**src/rtl/wabc_pkg.sv**
```systemverilog
// ----------------------------------------------------------------------------
// Wear-aware block chooser package
// Shared opcodes, register indexes, widths and state encoding.
// ----------------------------------------------------------------------------
package wabc_pkg;

   localparam int unsigned CountWidth = 32;
   localparam int unsigned CfgWidth   = 11;

   typedef enum logic [1:0] {
      OP_CHOOSE = 2'd0,
      OP_ERASE  = 2'd1,
      OP_QUERY  = 2'd2,
      OP_NONE   = 2'd3
   } opcode_type;

   typedef enum logic [CfgWidth-1:0] {
      REG_BLOCK_COUNT = 11'd0,
      REG_POOL_LIMIT  = 11'd1
   } reg_index_type;

   typedef enum logic [3:0] {
      ST_CLEAR,
      ST_IDLE,
      ST_MOD,
      ST_ERASE_RD,
      ST_ERASE_WR,
      ST_MINMAX,
      ST_BIT_SCAN,
      ST_BIT_DECIDE,
      ST_CAND_SCAN,
      ST_DONE
   } state_type;

endpackage

```
**src/rtl/wabc_addr_mod.sv**
```systemverilog
// ----------------------------------------------------------------------------
// Address modulo unit
// Restoring remainder of a 64-bit address by the block count, one bit a cycle.
// ----------------------------------------------------------------------------
module wabc_addr_mod import wabc_pkg::*; #(
   parameter int unsigned IdxWidth = 10
) (
   input  logic                clock,
   input  logic                reset,
   input  logic                start,
   input  logic [63:0]         dividend,
   input  logic [IdxWidth:0]   divisor,
   output logic                done,
   output logic [IdxWidth-1:0] remainder
);

   logic [63:0]       shift_ff, shift_in;
   logic [IdxWidth:0] rem_ff, rem_in;
   logic [6:0]        cnt_ff, cnt_in;
   logic              busy_ff, busy_in;
   logic [IdxWidth+1:0] trial;

   // One restoring step per cycle.
   always_comb begin
      shift_in = shift_ff;
      rem_in   = rem_ff;
      cnt_in   = cnt_ff;
      busy_in  = busy_ff;
      trial    = {rem_ff, shift_ff[63]};
      if (start) begin
         shift_in = dividend;
         rem_in   = '0;
         cnt_in   = 7'd0;
         busy_in  = 1'b1;
      end else if (busy_ff) begin
         shift_in = {shift_ff[62:0], 1'b0};
         if (trial >= {1'b0, divisor}) begin
            rem_in = (IdxWidth+1)'(trial - {1'b0, divisor});
         end else begin
            rem_in = trial[IdxWidth:0];
         end
         cnt_in = cnt_ff + 7'd1;
         if (cnt_ff == 7'd63) begin
            busy_in = 1'b0;
         end
      end
   end

   always_ff @(posedge clock) begin
      shift_ff <= shift_in;
      rem_ff   <= rem_in;
      cnt_ff   <= cnt_in;
      if (reset) begin
         busy_ff <= 1'b0;
      end else begin
         busy_ff <= busy_in;
      end
   end

   assign done      = busy_ff && (cnt_ff == 7'd64) ? 1'b0 : (!busy_ff && cnt_ff == 7'd64);
   assign remainder = rem_ff[IdxWidth-1:0];

endmodule

```
**config.mk**
```make
export PLATFORM = sky130hd
export DESIGN_NAME = wabc_addr_mod
export DESIGN_NICKNAME = d
export VERILOG_FILES = /design/src/rtl/wabc_pkg.sv /design/src/rtl/wabc_addr_mod.sv
export SDC_FILE = /design/constraint.sdc
export NUM_CORES = 1
export LEC_CHECK = 0
export BUFFER_PORTS_ARGS = -buffer_cell sky130_fd_sc_hd__buf_2
export CAP_MARGIN = 5
export CORE_MARGIN = 2
export CORE_UTILIZATION = 55
export CTS_BUF_LIST = sky130_fd_sc_hd__clkbuf_4
export DETAILED_ROUTE_END_ITERATION = 16
export GPL_TIMING_DRIVEN = 0
export PLACE_DENSITY = 0.8
export SLEW_MARGIN = 5
export SYNTH_ARGS = -nofsm -noshare
export SYNTH_HDL_FRONTEND = slang
export SYNTH_SLANG_ARGS = --single-unit
export TNS_END_PERCENT = 10
```
**constraint.sdc**
```tcl
create_clock -name clock -period 2.9 [get_ports clock]
set_clock_uncertainty 0.05 [all_clocks]
set_input_delay 0.29 -clock clock [delete_from_list [all_inputs] [get_ports clock]]
set_output_delay 0.29 -clock clock [all_outputs]
set_load 0.05 [all_outputs]
```
==> key figures, run 1 <==
Status
  • Status: complete, no violations

Finish
  • Nets: 518
  • Core Util, Final: 67.3%
  • Fill cells: 581
  • Syn-to-layout area delta: 16.8%
  • ANT cells: 0
  • Final instance area: 0.00494 mm2
  • Share of cells above drive strength 1: 43.9%

Setup path
  • CP Data Required Time: 3.18 ns
  • Worst Reg-to-Reg Cells: 9
  • CP endpoint kind: flop
  • Arr. time, crit path: 2.96 ns
  • Startpoint types: flop
  • Critical Path Fanout Max: 9
  • Kind of critical path: flop to flop

Routing
  • Initial drt markers: 183
  • WL/cell: 15.3 um
  • Met1 WL: 3670 um
  • Routed WL: 8120 um
  • Routed vias/inst: 5.51
  • First-pass DRT Iterations: 4
  • Post-DRT Antenna Nets: 0
  • Via count: 2922
  • # DRC: 0
  • Wire length on met3: 440 um
  • Met2 WL: 3870 um
  • Top routing layer used: met4

Global route
  • Initial antenna violation count: 0
  • Largest net degree at the start of global routing: 66
  • GR Util All Layers: 19.5%
  • First-pass GRT wire length: 12800 um
  • Vias in the first global route: 2699
  • Congestion Overflow GR: 0

Clocking
  • Setup repair bufs after CTS: 0
  • H-tree Lvls: 3
  • Worst-case clock buffer depth: 2
  • Clk sinks: 83
  • Root Buffer: clkbuf_4
  • CTS tree: done
  • Worst skew pair latency: 0.41 ns
  • Clock-pin slew on the worst setup and hold paths: 0.14 ns
  • Num CTS Buffers: 9

Floorplanning
  • Core area: 0.00733 mm2
  • Die Height: 91.7 um
  • Die W: 91.7 um
  • I/O pin cnt: 89
  • Starting Density: 57.6%
  • Floorplan row count: 31
  • Die Area: 0.00840 mm2

Place
  • GPL Wtd Cong: 0.870
  • Dpl hpwl: 5910 um
  • Port Buffers: 87
  • Placed cell areas: 0.00479 mm2

Timing
  • Fin. max-slew vios: 0
  • Worst slew pin tran: 0.865 ns
  • Endpoints failing setup: 0
  • RSZ-0062 raised after global routing: no
  • Rel. slew slack: 42.3%
  • Final worst-path cycle share: 92.4%
  • F_max: 0.373 GHz
  • Fin Setup TNS: 0 ns
  • Tmin final: 2.68 ns
  • Final Hold Viols: 0

Pwr
  • PwrDens: 539 mW/mm2
  • P_leak: 0.00205 uW
  • Peak VDD IR: 0.000297 V

Synth
  • Syn_area_per_cell: 12.9 um2
  • Net count of the mapped netlist: 419
  • Number of synthesized flops with an enable pin: 64
  • Synth Register Bits: 83
  • FFs w/ async S/R, synth: 0%
  • Synth cell types: 57
  • Seq/Total Area, Yosys: 54.5%
  • Syn Inst Count: 327
  • Main synth FF type: edfxtp_1
  • Mapped Area: 0.00423 mm2
  • Ys Warns: 0

Worst hold path
  • Hold Path Stages: 2
  • Worst Hold Class: input pin to flop

Flow run
  • Max_cap viols: 0
## cell type report
cell class | count | area, um2 | area share (%)
sequential | 83 | 2300 | 46.6
multi-input combinational | 202 | 1720 | 34.9
timing repair buffer | 88 | 445 | 9.02
buffer | 24 | 136 | 2.76
tap | 99 | 124 | 2.51
clock buffer | 10 | 75.1 | 1.52
inverter | 18 | 67.6 | 1.37
clock inverter | 6 | 63.8 | 1.29
## report_power, final
| part | internal, uW | switching (uW) |
|---|---|---|
| Combinational | 252 | 284 |
| Clock | 273 | 391 |
| Sequential | 1420 | 44.8 |
| Total | 1940 | 720 |
## critical path, stage by stage, from the launching register on
cell and delay, ns:
edfxtp_1 0.39, inv_1 0.09, ha_1 0.18, fa_1 0.21
and2b_1 0.20, o22a_1 0.22, o2111a_2 0.31, a211oi_4 0.41
mux2_4 0.35, a211oi_2 0.19
## sequential cells by signal, summed over array words and instances, names as in the netlist
name / flops
rem_ff: 11
busy_ff: 1
cnt_ff: 7
shift_ff: 64
## what timing repair did
action,4_1_cts,5_1_grt
endpoints found under the hold margin,1,0
gates resized for setup,0,0
hold buffers,1,0
## per-stage QoR
stage	power (uW)	std cells	hold slack (ns)	worst slack, ns
floorplan	1870	327	0.312	0.305
global placement	2000	513	0.400	0.316
detailed placement	2020	513	0.400	0.246
CTS	2680	530	0.0812	0.213
global route	2790	530	0.0765	0.0594
finish	2660	530	0.103	0.221
## layout by cell type, fill, tap and decap left out, types with 9 or more instances in the layout
cell type | Yosys | layout
clkbuf_4 | 0 | 10
mux2_2 | 63 | 63
nor2_1 | 18 | 18
ha_1 | 13 | 13
buf_2 | 0 | 87
buf_4 | 10 | 10
buf_1 | 9 | 9
edfxtp_1 | 64 | 64
nand2_1 | 18 | 18
dfxtp_1 | 19 | 19
inv_1 | 18 | 18
## metal layers
layer  vias to the layer above  track usage [%]
met5                         -                0
met4                         0             7.58
met3                        12             3.12
met2                        90             30.8
met1                      1407             27.1
li1                       1413                -
## cells in the mapped netlist (3+ instances only)
cell type  instances  share of area, %
a21oi_1            7              0.83
inv_1             18               1.6
nand4_1            3              0.44
buf_1              9              0.80
nor2_1            18               1.6
xor2_1             6               1.2
a311oi_1           7               1.5
edfxtp_1          64                45
nand3_1            4              0.47
buf_4             10               1.8
nor4_1             5              0.74
mux2_2            63                17
a21o_1             3              0.53
ha_1              13               3.8
clkbuf_1           3              0.27
o31ai_1            3              0.53
o21ai_0            5              0.59
nand2_1           18               1.6
dfxtp_1           19               9.0
xnor2_1            3              0.62
## kinds of logic after synthesis
| kind of cell | share of synthesized area, % |
|---|---|
| AOI/OAI and AO/OA | 8.05 |
| buffers and inverters | 4.83 |
| adders and majority gates | 4.32 |
| and+or+nand+nor | 8.82 |
| DFF | 54.5 |
| xor gates and xnor gates | 1.87 |
| muxes | 17.6 |
## final timing paths
kind / start / endpoint / slack, ns
min reg2reg: rem_ff[1] / rem_ff[2] / 0.48
max reg2reg: shift_ff[63] / rem_ff[0] / 0.22
max: shift_ff[63] / rem_ff[0] / 0.22
min: dividend[28] / shift_ff[28] / 0.10
Note: power is estimated with default switching activity, not from simulation.
==> run 2, diff against run 1 <==
--- a/config.mk
+++ b/config.mk
@@ -5,6 +5,7 @@
 export SDC_FILE = /design/constraint.sdc
 export NUM_CORES = 1
 export LEC_CHECK = 0
+export ABC_AREA = 1
 export BUFFER_PORTS_ARGS = -buffer_cell sky130_fd_sc_hd__buf_2
 export CAP_MARGIN = 5
 export CORE_MARGIN = 2
==> constraint.sdc (replaced) <==
create_clock -name clock -period 2.9 [get_ports clock]
set_clock_uncertainty 0.05 [all_clocks]
set_input_delay 0.29 -clock clock [delete_from_list [all_inputs] [get_ports clock]]
set_output_delay 0.29 -clock clock [all_outputs]
set_load 0.01 [all_outputs]
==> key figures, run 2 <==
Status
  • Status: complete, no violations

Floorplanning
  • Floorplan row count: 32
  • I/O pin cnt: 89
  • Core area: 0.00777 mm2
  • Starting Density: 57.3%
  • Die W: 94.0 um
  • Die Area: 0.00883 mm2
  • Die Height: 94.0 um

Timing
  • RSZ-0062 raised after global routing: no
  • Tmin final: 2.12 ns
  • Final worst-path cycle share: 73.3%
  • Worst slew pin tran: 0.866 ns
  • Rel. slew slack: 42.3%
  • F_max: 0.471 GHz
  • Fin. max-slew vios: 0
  • Final Hold Viols: 0
  • Endpoints failing setup: 0

Synth
  • Synth Register Bits: 83
  • Synth area leader: edfxtp_1
  • Synth Area in Compound Gates: 2.25%
  • Cell with the most instances after synthesis: nand2_1
  • Largest family of logic cells by synthesized area: simple AND/OR/NAND/NOR gates
  • Ys Warns: 0
  • Post-synth top cells: nand2_1, edfxtp_1, inv_1, dfxtp_1, nand3_1
  • Simple-Gate Fraction of Synth Area: 31.5%
  • Post-synthesis mux area share: 0%
  • Post-synthesis xor/xnor area fraction: 0.984%
  • Mapped Area: 0.00445 mm2
  • Net count of the mapped netlist: 639
  • Number of synthesized flops with an enable pin: 64
  • Post-synthesis adder-cell area fraction: 4.10%
  • FFs w/ async S/R, synth: 0%
  • Synth top area share: 43.2%
  • Synth cell types: 30
  • Main synth FF type: edfxtp_1
  • Main area contributors after synthesis: edfxtp_1, nand2_1, dfxtp_1, inv_1, ha_1
  • Syn_area_per_cell: 8.14 um2
  • Syn Inst Count: 547
  • Seq/Total Area, Yosys: 51.7%

Global route
  • First-pass GRT wire length: 15000 um
  • GR Util All Layers: 21.5%
  • Vias in the first global route: 3355
  • Largest net degree at the start of global routing: 71
  • Initial antenna violation count: 0
  • Congestion Overflow GR: 0

Finish
  • Fill cells: 675
  • Max FFs per register: 64
  • Final std cells w/o fill: 752
  • ANT cells: 0
  • Nets: 737
  • Largest reg by FF count: shift_ff
  • Share of cells above drive strength 1: 22.0%
  • Most common cell after layout, fill and taps aside: nand2_1
  • Commonest cells after routing, fill and taps aside: nand2_1, buf_2, edfxtp_1
  • Syn-to-layout area delta: 15.5%
  • Biggest regs: shift_ff x64, rem_ff x11, cnt_ff x7

Clocking
  • Clock-pin slew on the worst setup and hold paths: 0.15 ns
  • H-tree Lvls: 3
  • Root Buffer: clkbuf_4
  • PostCTS Resize Cnt: 0
  • # hold bufs at CTS: 0
  • Worst-case clock buffer depth: 2
  • CTS tree: done
  • Num CTS Buffers: 9
  • Clk sinks: 83
  • Setup repair bufs after CTS: 0
  • Worst skew pair latency: 0.42 ns

Routing
  • WL/cell: 12.3 um
  • Routed vias/inst: 4.94
  • First-pass DRT Iterations: 5
  • Met2 WL: 4350 um
  • Top routing layer used: met4
  • Wire length on met3: 516 um
  • # DRC: 0
  • Routed WL: 9220 um
  • Post-DRT Antenna Nets: 0
  • Met1 WL: 4250 um
  • Via count: 3716
  • Initial drt markers: 199

Place
  • Dpl hpwl: 6710 um
  • GPL Wtd Cong: 0.888
  • Placed Cells: 736
  • Port Buffers: 87

Pwr
  • Tot Pwr: 2360 uW
  • PwrDens: 459 mW/mm2
  • Peak VDD IR: 0.000254 V
  • P_leak: 0.00266 uW

Worst hold path
  • Worst Hold Class: input pin to flop

Setup path
  • CP endpoint kind: flop
  • Startpoint types: flop
  • Kind of critical path: flop to flop
  • Most common cell on crit path: nand2_1
  • Critical Path Fanout Max: 10
  • Crit path largest cell delay: 0.41 ns
  • WP buf/inv: 3
  • CP cell instances: inv_1 > ha_1 > fa_1 > inv_1 > nand2_1 > nand2_1 > nand2_2 > nand2_1 > nand2_2 > nand3_2 > buf_6 > nand2_1 > nand3_1 > o21ai_1
  • Arr. time, crit path: 2.36 ns
  • Top delay family on crit path: adder cells
  • CP Data Required Time: 3.14 ns
  • Max stage delay cell, worst path: fa_1

Flow run
  • Max_cap viols: 0
-- run 2: cell types whose count changed after synthesis, sizes merged, moves of 4 or more --
cell / change
mux2: -64
a21o: -4
nor4: -5
inv: +44
nand4: +13
nand2: +252
a311oi: -8
nand3: +23
clkbuf: +7
-- run 2: cell type report --
cell class	count	area (um2)	share of cell area (%)
clock buffer	10	75.1	1.46
clock inverter	6	50.0	0.973
buffer	30	186	3.63
timing repair buffer	87	435	8.47
multi-input combinational	372	1730	33.6
sequential	83	2300	44.8
tap	102	128	2.48
inverter	62	235	4.58
-- run 2: path summary, 6_finish.rpt --
kind	start	endpoint	slack (ns)	cells after the start
hold / removal	dividend[16]	shift_ff[16]	0.08	3
hold reg to reg	rem_ff[6]	rem_ff[6]	0.45	2
setup reg to reg	shift_ff[63]	rem_ff[2]	0.78	14
setup / recovery	shift_ff[63]	rem_ff[2]	0.78	14
-- run 2: power breakdown --
group	internal, uW	switching [uW]	total (uW)
logic	118	187	305
registers	1400	30.5	1430
clock network	195	428	622
-- run 2: tightest hold or removal path, stage by stage --
cell and delay (ns):
buf_2 0.07, nand2_1 0.04, nand2_1 0.05
-- run 2: cells by family (layout without fill, tap and decap cells) --
kind of cell,count (synthesis),in the layout
fa+ha+maj,14,14
compound gates,17,17
buf+inv,92,195
simple gates,336,336
xor+xnor,5,5
flops,83,83
-- run 2: per-layer routing --
metal	GRT usage [%]	vias to the layer above
met1	30.5	1667
met2	34.4	127
li1	-	1912
met4	6.16	0
met5	0	-
met3	3.37	10
-- run 2: metrics by stage --
step	hold WS (ns)	setup TNS (ns)	utilization (%)	setup WS [ns]	cell area, um2
after floorplan	0.390	0	-	0.494	4450
final	0.0783	0	66.2	0.776	5140
after CTS	0.0561	0	66.2	0.782	5140
after detailed placement	0.435	0	64.6	0.732	5020
after global routing	0.0680	0	66.2	0.594	5140
after global placement	0.409	-16.11	64.5	-0.244	5010
